==> src/rtl/assert_macros.svh <==
// Assertion macros used by the checker top file.
// No dependencies.
`ifndef ASSERT_MACROS_SVH
`define ASSERT_MACROS_SVH
`define CHK_IMPL(lbl, a, c) lbl: assert property (@(posedge clk) disable iff (rst) (a) |-> (c)) \
  else $error("check failed");
`define CHK_NEXT(lbl, a, c) lbl: assert property (@(posedge clk) disable iff (rst) (a) |=> (c)) \
  else $error("check failed");
`endif

==> src/rtl/ctsc_pkg.sv <==
// Package for the camera trigger sync checker: widths, codes, reset values.
// No dependencies.
package ctsc_pkg;
  localparam int TS_W = 63;
  localparam int IV_W = 30;
  localparam int PH_W = 13;
  localparam int OFF_W = 31;
  localparam int QUEUE_DEPTH_DEF = 16;
  localparam int PHASE_FULL = 3600;
  localparam logic [1:0] ACT_TRIG = 2'd0;
  localparam logic [1:0] ACT_CAM = 2'd1;
  localparam logic [1:0] ACT_CHECK = 2'd2;
  localparam logic [2:0] REG_IV = 3'd0;
  localparam logic [2:0] REG_PH = 3'd1;
  localparam logic [2:0] REG_TTOL = 3'd2;
  localparam logic [2:0] REG_CTOL = 3'd3;
  localparam logic [2:0] REG_OFF = 3'd4;
  localparam logic [2:0] REG_DLY = 3'd5;
  localparam logic [IV_W-1:0] IV_RST = 30'd100000000;
  localparam logic [IV_W-1:0] TTOL_RST = 30'd1000000;
  localparam logic [IV_W-1:0] CTOL_RST = 30'd10000000;
endpackage

==> src/rtl/ctsc_if.sv <==
// Valid/ready channel interfaces for input and result words.
// Depends on ctsc_pkg.
interface ctsc_in_if import ctsc_pkg::*; ();
  logic valid;
  logic ready;
  logic [1:0] action;
  logic [TS_W-1:0] timestamp_ns;
  modport source (output valid, action, timestamp_ns, input ready);
  modport sink (input valid, action, timestamp_ns, output ready);
endinterface

interface ctsc_out_if import ctsc_pkg::*; ();
  logic valid;
  logic ready;
  logic overall_level;
  logic trigger_level;
  logic [IV_W-1:0] trigger_diff_ns;
  logic camera_level;
  logic signed [63:0] camera_diff_ns;
  modport source (output valid, overall_level, trigger_level, trigger_diff_ns,
                  camera_level, camera_diff_ns, input ready);
  modport sink (input valid, overall_level, trigger_level, trigger_diff_ns,
                camera_level, camera_diff_ns, output ready);
endinterface

==> src/rtl/camera_trigger_sync_checker_top.sv <==
// Camera trigger sync checker: in channel takes push/check words, out channel
// gives one result word per matched check. APB register port for settings.
// Words are accepted one at a time. A check walks the queue heads, one pair
// compare per S_READ/S_CMP pass, then runs two bit-serial divisions (phase
// shift /3600; grid remainder).
// Reset empties both queues and loads register defaults; no clearing pass.
// A result sits in the output register until taken; while it waits the next
// push is still accepted, but a following check is held at the input until
// the result is taken.
// Queues hold QUEUE_DEPTH stamps each; a push to a full queue is dropped.
`include "assert_macros.svh"
module camera_trigger_sync_checker_top import ctsc_pkg::*; #(
  parameter int QUEUE_DEPTH = QUEUE_DEPTH_DEF
) (
  input  logic clk,
  input  logic rst,
  ctsc_in_if.sink in_ch,
  ctsc_out_if.source out_ch,
  input  logic psel,
  input  logic penable,
  input  logic pwrite,
  input  logic [4:0] paddr,
  input  logic [31:0] pwdata,
  output logic [31:0] prdata,
  output logic pready
);
  localparam int AW = (QUEUE_DEPTH > 1) ? $clog2(QUEUE_DEPTH) : 1;
  localparam int FW = $clog2(QUEUE_DEPTH + 1);

  typedef enum logic [6:0] {
    S_IDLE  = 7'b0000001,
    S_READ  = 7'b0000010,
    S_CMP   = 7'b0000100,
    S_SHDIV = 7'b0001000,
    S_SHWT  = 7'b0010000,
    S_MDIV  = 7'b0100000,
    S_MWT   = 7'b1000000
  } state_t;
  state_t state;

  logic [IV_W-1:0] iv_reg, ttol_reg, ctol_reg, dly_reg;
  logic signed [PH_W-1:0] ph_reg;
  logic signed [OFF_W-1:0] off_reg;
  logic wr;
  logic [2:0] ridx;
  assign pready = 1'b1;
  assign wr = psel && penable && pwrite;
  assign ridx = paddr[4:2];

  always_ff @(posedge clk) begin
    if (rst) begin
      iv_reg <= IV_RST; ph_reg <= '0; ttol_reg <= TTOL_RST;
      ctol_reg <= CTOL_RST; off_reg <= '0; dly_reg <= '0;
    end else if (wr && paddr[1:0] == 2'b00) begin
      case (ridx)
        REG_IV: iv_reg <= pwdata[IV_W-1:0];
        REG_PH: ph_reg <= pwdata[PH_W-1:0];
        REG_TTOL: ttol_reg <= pwdata[IV_W-1:0];
        REG_CTOL: ctol_reg <= pwdata[IV_W-1:0];
        REG_OFF: off_reg <= pwdata[OFF_W-1:0];
        REG_DLY: dly_reg <= pwdata[IV_W-1:0];
        default: ;
      endcase
    end
  end

  always_comb begin
    case (ridx)
      REG_IV: prdata = {2'b00, iv_reg};
      REG_PH: prdata = {{(32-PH_W){ph_reg[PH_W-1]}}, ph_reg};
      REG_TTOL: prdata = {2'b00, ttol_reg};
      REG_CTOL: prdata = {2'b00, ctol_reg};
      REG_OFF: prdata = {off_reg[OFF_W-1], off_reg};
      REG_DLY: prdata = {2'b00, dly_reg};
      default: prdata = '0;
    endcase
  end

  // queues
  logic [TS_W-1:0] tmem [QUEUE_DEPTH];
  logic [TS_W-1:0] cmem [QUEUE_DEPTH];
  logic [AW-1:0] thead, chead;
  logic [FW-1:0] tfill, cfill;
  logic [TS_W-1:0] trd, crd;
  logic in_acc;
  logic out_busy;

  function automatic logic [AW-1:0] wrap_add(logic [AW-1:0] h, logic [FW-1:0] f);
    logic [AW+FW:0] s;
    s = (AW+FW+1)'(h) + (AW+FW+1)'(f);
    if (s >= (AW+FW+1)'(QUEUE_DEPTH)) s = s - (AW+FW+1)'(QUEUE_DEPTH);
    return s[AW-1:0];
  endfunction

  function automatic logic [AW-1:0] inc(logic [AW-1:0] h);
    return (32'(h) + 1 >= QUEUE_DEPTH) ? '0 : h + 1'b1;
  endfunction

  assign in_ch.ready = (state == S_IDLE) &&
                       !(out_busy && in_ch.action == ACT_CHECK);
  assign in_acc = in_ch.valid && in_ch.ready;

  always_ff @(posedge clk) begin
    if (in_acc && in_ch.action == ACT_TRIG && tfill != FW'(QUEUE_DEPTH))
      tmem[wrap_add(thead, tfill)] <= in_ch.timestamp_ns;
    if (in_acc && in_ch.action == ACT_CAM && cfill != FW'(QUEUE_DEPTH))
      cmem[wrap_add(chead, cfill)] <= in_ch.timestamp_ns;
    trd <= tmem[thead];
    crd <= cmem[chead];
  end

  // compare path
  logic [IV_W-1:0] ive;
  logic signed [64:0] raw, lag65, lo, hi;
  logic signed [63:0] lag_sat;
  logic too_old_cam, too_old_trig;
  assign ive = (iv_reg == '0) ? IV_W'(1) : iv_reg;
  assign raw = $signed({2'b00, crd}) - $signed({2'b00, trd});
  assign lag65 = raw - 65'(off_reg);
  assign lag_sat = (lag65 > 65'sh7FFF_FFFF_FFFF_FFFF) ? 64'sh7FFF_FFFF_FFFF_FFFF :
                   (lag65 < -65'sh8000_0000_0000_0000) ? 64'sh8000_0000_0000_0000 :
                   lag65[63:0];
  assign lo = 65'(dly_reg) - 65'(ive[IV_W-1:1]);
  assign hi = 65'(dly_reg) + 65'(ive[IV_W-1:1]);
  assign too_old_cam = 65'(lag_sat) < lo;
  assign too_old_trig = hi < 65'(lag_sat);

  // divider
  logic dstart, ddone;
  logic [63:0] dnum, dquo;
  logic [IV_W-1:0] dden, drem;
  ctsc_serdiv #(.NW(64), .DW(IV_W)) u_div (
    .clk(clk), .rst(rst), .start(dstart), .num(dnum), .den(dden),
    .done(ddone), .quo(dquo), .rem(drem)
  );

  logic [TS_W-1:0] trig_k;
  logic signed [63:0] lag_k;
  logic [63:0] shmag;
  logic shneg;
  logic signed [44:0] prod;
  assign prod = $signed({1'b0, ive}) * ph_reg;

  always_comb begin
    dstart = 1'b0;
    dnum = '0;
    dden = ive;
    if (state == S_SHDIV) begin
      dstart = 1'b1;
      dnum = prod[44] ? 64'(-prod) : 64'(prod);
      dden = IV_W'(PHASE_FULL);
    end else if (state == S_MDIV) begin
      dstart = 1'b1;
      dnum = shmag;
      dden = ive;
    end
  end

  // magnitude of trig - shift, shift = +/- dquo
  logic [63:0] mag;
  always_comb begin
    if (shneg) mag = 64'(trig_k) + dquo;
    else if (64'(trig_k) >= dquo) mag = 64'(trig_k) - dquo;
    else mag = dquo - 64'(trig_k);
  end

  always_ff @(posedge clk) begin
    if (rst) begin
      state <= S_IDLE;
      thead <= '0; chead <= '0; tfill <= '0; cfill <= '0;
      out_busy <= 1'b0;
    end else begin
      if (out_ch.valid && out_ch.ready) out_busy <= 1'b0;
      case (state)
        S_IDLE: if (in_acc) begin
          if (in_ch.action == ACT_TRIG && tfill != FW'(QUEUE_DEPTH)) tfill <= tfill + 1'b1;
          if (in_ch.action == ACT_CAM && cfill != FW'(QUEUE_DEPTH)) cfill <= cfill + 1'b1;
          if (in_ch.action == ACT_CHECK && tfill != '0 && cfill != '0) state <= S_READ;
        end
        S_READ: state <= S_CMP;
        S_CMP: begin
          if (too_old_cam || too_old_trig) begin
            if (too_old_cam) begin chead <= inc(chead); cfill <= cfill - 1'b1; end
            else begin thead <= inc(thead); tfill <= tfill - 1'b1; end
            if ((too_old_cam && cfill == FW'(1)) || (too_old_trig && tfill == FW'(1))) begin
              if (too_old_cam) begin thead <= inc(thead); tfill <= tfill - 1'b1; end
              else begin chead <= inc(chead); cfill <= cfill - 1'b1; end
              state <= S_IDLE;
            end else state <= S_READ;
          end else begin
            chead <= inc(chead); cfill <= cfill - 1'b1;
            thead <= inc(thead); tfill <= tfill - 1'b1;
            trig_k <= trd; lag_k <= lag_sat;
            shneg <= prod[44];
            state <= S_SHDIV;
          end
        end
        S_SHDIV: state <= S_SHWT;
        S_SHWT: if (ddone) begin shmag <= mag; state <= S_MDIV; end
        S_MDIV: state <= S_MWT;
        S_MWT: if (ddone) begin
          out_ch.trigger_diff_ns <= drem;
          out_ch.trigger_level <= !(drem < ttol_reg);
          out_ch.camera_level <= !(lag_k < $signed(64'(ctol_reg)));
          out_ch.overall_level <= !(drem < ttol_reg) || !(lag_k < $signed(64'(ctol_reg)));
          out_ch.camera_diff_ns <= lag_k;
          out_busy <= 1'b1;
          state <= S_IDLE;
        end
        default: state <= S_IDLE;
      endcase
    end
  end
  assign out_ch.valid = out_busy;

  `CHK_IMPL(a_fill_t, 1'b1, tfill <= FW'(QUEUE_DEPTH))
  `CHK_IMPL(a_fill_c, 1'b1, cfill <= FW'(QUEUE_DEPTH))
  `CHK_NEXT(a_res_hold, out_ch.valid && !out_ch.ready, out_ch.valid)
  `CHK_IMPL(a_cmp_nonempty, state == S_CMP, tfill != '0 && cfill != '0)
endmodule

==> src/rtl/ctsc_serdiv.sv <==
// Bit-serial unsigned divider, quotient and remainder: one quotient bit per cycle.
// Depends on ctsc_pkg.
module ctsc_serdiv import ctsc_pkg::*; #(
  parameter int NW = 64,
  parameter int DW = 30
) (
  input  logic          clk,
  input  logic          rst,
  input  logic          start,
  input  logic [NW-1:0] num,
  input  logic [DW-1:0] den,
  output logic          done,
  output logic [NW-1:0] quo,
  output logic [DW-1:0] rem
);
  localparam int CW = $clog2(NW + 1);
  logic [NW-1:0] sh;
  logic [DW:0] r;
  logic [DW-1:0] d;
  logic [CW-1:0] cnt;
  logic busy;
  logic [DW+1:0] trial;

  assign trial = {r, sh[NW-1]} - {2'b00, d};
  assign rem = r[DW-1:0];
  assign quo = sh;

  always_ff @(posedge clk) begin
    if (rst) begin
      busy <= 1'b0;
      done <= 1'b0;
      cnt <= '0;
    end else begin
      done <= 1'b0;
      if (start) begin
        busy <= 1'b1;
        cnt <= CW'(NW);
        sh <= num;
        r <= '0;
        d <= den;
      end else if (busy) begin
        if (trial[DW+1]) begin
          r <= {r[DW-1:0], sh[NW-1]};
          sh <= {sh[NW-2:0], 1'b0};
        end else begin
          r <= trial[DW:0];
          sh <= {sh[NW-2:0], 1'b1};
        end
        cnt <= cnt - 1'b1;
        if (cnt == CW'(1)) begin
          busy <= 1'b0;
          done <= 1'b1;
        end
      end
    end
  end
endmodule
==> src/flat_wrapper.sv <==
// flat-port wrapper written by rule: the top's interface ports become plain ports
module camera_trigger_sync_checker_top_flat import ctsc_pkg::*;
#(
  parameter int QUEUE_DEPTH = QUEUE_DEPTH_DEF
)
  (clk, rst, psel, penable, pwrite, paddr, pwdata, prdata, pready, in_ch_valid, in_ch_action, in_ch_timestamp_ns, in_ch_ready, out_ch_valid, out_ch_overall_level, out_ch_trigger_level, out_ch_trigger_diff_ns, out_ch_camera_level, out_ch_camera_diff_ns, out_ch_ready);
  ctsc_in_if in_ch_i ();
  ctsc_out_if out_ch_i ();
  input  logic clk;
  input  logic rst;
  input  logic psel;
  input  logic penable;
  input  logic pwrite;
  input  logic [4:0] paddr;
  input  logic [31:0] pwdata;
  output logic [31:0] prdata;
  output logic pready;
  input wire logic [$bits(in_ch_i.valid)-1:0] in_ch_valid;
  input wire logic [$bits(in_ch_i.action)-1:0] in_ch_action;
  input wire logic [$bits(in_ch_i.timestamp_ns)-1:0] in_ch_timestamp_ns;
  output wire logic [$bits(in_ch_i.ready)-1:0] in_ch_ready;
  output wire logic [$bits(out_ch_i.valid)-1:0] out_ch_valid;
  output wire logic [$bits(out_ch_i.overall_level)-1:0] out_ch_overall_level;
  output wire logic [$bits(out_ch_i.trigger_level)-1:0] out_ch_trigger_level;
  output wire logic [$bits(out_ch_i.trigger_diff_ns)-1:0] out_ch_trigger_diff_ns;
  output wire logic [$bits(out_ch_i.camera_level)-1:0] out_ch_camera_level;
  output wire logic [$bits(out_ch_i.camera_diff_ns)-1:0] out_ch_camera_diff_ns;
  input wire logic [$bits(out_ch_i.ready)-1:0] out_ch_ready;
  assign in_ch_i.valid = in_ch_valid;
  assign in_ch_i.action = in_ch_action;
  assign in_ch_i.timestamp_ns = in_ch_timestamp_ns;
  assign in_ch_ready = in_ch_i.ready;
  assign out_ch_valid = out_ch_i.valid;
  assign out_ch_overall_level = out_ch_i.overall_level;
  assign out_ch_trigger_level = out_ch_i.trigger_level;
  assign out_ch_trigger_diff_ns = out_ch_i.trigger_diff_ns;
  assign out_ch_camera_level = out_ch_i.camera_level;
  assign out_ch_camera_diff_ns = out_ch_i.camera_diff_ns;
  assign out_ch_i.ready = out_ch_ready;
  camera_trigger_sync_checker_top #(.QUEUE_DEPTH(QUEUE_DEPTH)) u_core (.clk(clk), .rst(rst), .in_ch(in_ch_i), .out_ch(out_ch_i), .psel(psel), .penable(penable), .pwrite(pwrite), .paddr(paddr), .pwdata(pwdata), .prdata(prdata), .pready(pready));
endmodule
==> config.mk <==
export PLATFORM = sky130hd
export DESIGN_NAME = camera_trigger_sync_checker_top_flat
export DESIGN_NICKNAME = d
export VERILOG_FILES = /design/src/rtl/ctsc_pkg.sv /design/src/rtl/ctsc_if.sv /design/src/rtl/camera_trigger_sync_checker_top.sv /design/src/rtl/ctsc_serdiv.sv /design/src/flat_wrapper.sv
export VERILOG_INCLUDE_DIRS = /design/src /design/src/rtl
export SDC_FILE = /design/constraint.sdc
export NUM_CORES = 2
export LEC_CHECK = 0
export BUFFER_PORTS_ARGS = -buffer_cell sky130_fd_sc_hd__buf_2
export CAP_MARGIN = 20
export CORE_MARGIN = 2
export CORE_UTILIZATION = 52
export DETAILED_ROUTE_END_ITERATION = 6
export HOLD_SLACK_MARGIN = 0.05
export PLACE_DENSITY_LB_ADDON = 0.08
export REMOVE_ABC_BUFFERS = 1
export SYNTH_ARGS = -nofsm -noshare
export SYNTH_HDL_FRONTEND = slang
export SYNTH_HIERARCHICAL = 1
export SYNTH_SLANG_ARGS = --single-unit
==> constraint.sdc <==
create_clock -name clk -period 40.2 [get_ports clk]
set_clock_uncertainty 0.05 [all_clocks]
set_input_delay 2.01 -clock clk [delete_from_list [all_inputs] [get_ports clk]]
set_output_delay 2.01 -clock clk [all_outputs]
set_load 0.02 [all_outputs]
==> impl_metrics.py <==
metrics = {
    "drt": {
        "wl_met2_mm": 216,
        "viasPerCell": 6.28,
        "finalWirelength_mm": 453,
        "avgRoutedWirePerCell_um": 30.6,
        "top_layer": "met5",
        "drtAntennaViolNets": 0,
        "drt-met1-wl_mm": 184,
        "drt_pass1_iterations": 6,
        "vias": 92800,
        "drc_errors": 0,
        "drtIter0Drc": 9578,
        "wl_met3_mm": 34.3,
    },
    "logic_synthesis": {
        "synth_mux_area_share_pct": 11.0,
        "synth_fa_ha_area_share_pct": 10.8,
        "synth_edf_count": 2430,
        "syn_area_um2": 143000,
        "synth.distinct_cells": 109,
        "synth_top_flop_cell": "edfxtp_1",
        "synth_compound_area_share_pct": 9.24,
        "postSynthAreaPerCell_um2": 13.3,
        "yosys_warnings": 6,
        "postSynth.asyncResetShare_pct": 0,
        "yosys.area_share.simple_pct": 7.84,
        "synth_seq_cells": 2755,
        "ys_seq_area_share_pct": 55.5,
        "synth_xor_area_share_pct": 1.99,
        "synth_cells": 10800,
        "synth_top_family_by_area": "multiplexers",
    },
    "layout": {
        "seq_area_um2": 79500,
        "fin_nets": 12100,
        "filler_cell_count": 21800,
        "reg.largest.list": "u_core/cmem: 1008 flops, u_core/tmem: 1008 flops",
        "final_area_um2": 158000,
        "area_growth_pct": 10.5,
        "multi_input_area_um2": 58800,
        "final_cells": 14800,
        "layout-drive-gt1-share_pct": 15.1,
    },
    "global_routing": {
        "grtUsageTotal_pct": 32.2,
        "grt.overflow.total": 0,
        "grt_pass1_vias": 92300,
        "antenna_found_initial": 46,
        "grt_max_degree": 129,
        "grt_pass1_wl_mm": 649,
    },
    "placed_design": {
        "gp_congestion": 1.00,
        "dp.final_hpwl_mm": 318,
        "placedCellCount": 14200,
        "io_buffers": 238,
        "dpl_cell_area_um2": 148000,
    },
    "pwr": {
        "ir_worst_vdd_mv": 0.0446,
        "pwr_density_cell_nw_per_um2": 39.8,
        "p_leak_nw": 57.3,
    },
    "sta": {
        "fin_tns_setup_ps": 0,
        "fmax_ghz": 0.0754,
        "finalCritPeriodShare_pct": 33.0,
        "holdWs_ps": 333,
        "fin_crit_ps": 13270,
        "hold_viol": 0,
        "worst_slew_pin_slew_ps": 1180,
        "rsz0062_at_grt": "false",
        "setup-violations-final": 0,
        "maxSlewHeadroom_pct": 21.1,
        "drv_slew": 0,
    },
    "critical_path": {
        "slowest_stage": "nor4b_1",
        "worstSetupEndpointType": "register",
        "worst-path-max-fanout": 128,
        "critical_path_required_ps": 40620,
        "path_common_cell": "buf_4",
        "critPathLaunchType": "register",
        "slowest_delay_ps": 720,
        "criticalPathCategory": "register to register",
        "worstPathArrival_ps": 13690,
    },
    "outcome": {
        "outcome": "completed",
    },
    "clock_network": {
        "cts-root-buf": "clkbuf_16",
        "clkTransAtPathRegs_ps": 60,
        "cts_tree": "done",
        "htreeDepth": 5,
        "ctsHoldBuffers": 0,
        "cts.sinks": 2755,
        "insertion_delay_ps": 920,
        "post-cts-setup-buffer-count": 0,
        "ctsResizeCount": 0,
        "ctsLongestPathBuffers": 4,
        "cts_buffers": 297,
    },
    "floorplan": {
        "row_count": 192,
        "die-area_um2": 279000,
        "core-area_um2": 274000,
        "pin_count": 241,
        "die_x_um": 529,
        "dieHeight_um": 529,
        "initial_core_util_pct": 52.3,
    },
    "job": {
        "drv_cap": 0,
    },
    "min_path": {
        "min_path_type": "register to register",
    },
}
layout make-up:
class	count	area share, %
sequential	2755	50.3
multi-input combinational	6663	37.2
clock buffer	379	5.06
tap	3589	2.84
inverter	791	1.88
timing repair buffer	432	1.72
clock inverter	159	1.07
antenna	7	0.0111
per-stage QoR:
step           utilization (%)  setup slack, ps  power, mW
4_1_cts                   57.8            27000       6.33
6_report                  57.8            26930       6.29
2_1_floorplan                -            16620       3.46
3_5_place_dp              54.3            27090       3.63
5_1_grt                   57.8            26110       6.49
3_3_place_gp              54.3            27090       3.62
cells by family after synthesis:
family	count (synthesis)
other	1
DFF	2755
buffers and inverters	1355
muxes	769
xor gates and xnor gates	324
adders and majority gates	1048
and+or+nand+nor	2411
AOI/OAI and AO/OA	2110
path summary, 6_finish.rpt:
check,from,to,slack (ps),cells after the start
hold / removal,u_core/trd[38],u_core/trig_k[38],330,0
setup reg to reg,u_core/crd[0],u_core/trig_k[54],26930,45
hold reg to reg,u_core/trd[38],u_core/trig_k[38],330,0
setup / recovery,u_core/crd[0],u_core/trig_k[54],26930,45
power breakdown:
part	leakage, nW	switching (mW)	internal [mW]	total (mW)
registers	24.5	0.00794	3.13	3.13
logic	28.0	0.290	0.146	0.436
clock network	4.73	1.17	1.54	2.72
total	57.3	1.47	4.82	6.29
synth_stat cells, types with 224 or more instances:
master       n  area, µm²
o21ai_0    389       1950
inv_1      785       2950
ha_1       704       8810
nor2_1     492       1850
dfxtp_1    325       6510
edfxtp_1  2430      73000
a21oi_1    774       3870
fa_1       318       6370
xnor2_1    224       1960
clkbuf_1   459       1720
nand2_1   1035       3880
mux4_2     630      14200
layer usage:
layer	up-vias	track usage [%]
met4	28	11.7
met1	47800	43.7
met5	-	0
met3	723	5.26
met2	3710	52.6
li1	40500	-
placed cells by master, fill, tap and decap left out, types with 187 or more instances in the layout:
cell          n
buf_4       187
ha_1        704
dfxtp_1     313
nand2_1    1035
mux4_2      630
a21o_1      213
edfxtp_1   2430
buf_2       237
o21ai_0     389
clkbuf_16   300
inv_1       784
nor2_1      459
a21oi_1     773
xnor2_1     224
fa_1        318
worst max-delay path, delay by kind of cell, from the launching register on:
| family | cells | cell delay [ps] |
|---|---|---|
| DFF | 1 | 310 |
| adders and majority gates | 4 | 1440 |
| buffers and inverters | 8 | 1960 |
| xor gates and xnor gates | 1 | 160 |
| AOI/OAI and AO/OA | 15 | 4880 |
| and+or+nand+nor | 17 | 3690 |
Note: power is estimated with default switching activity, not from simulation.
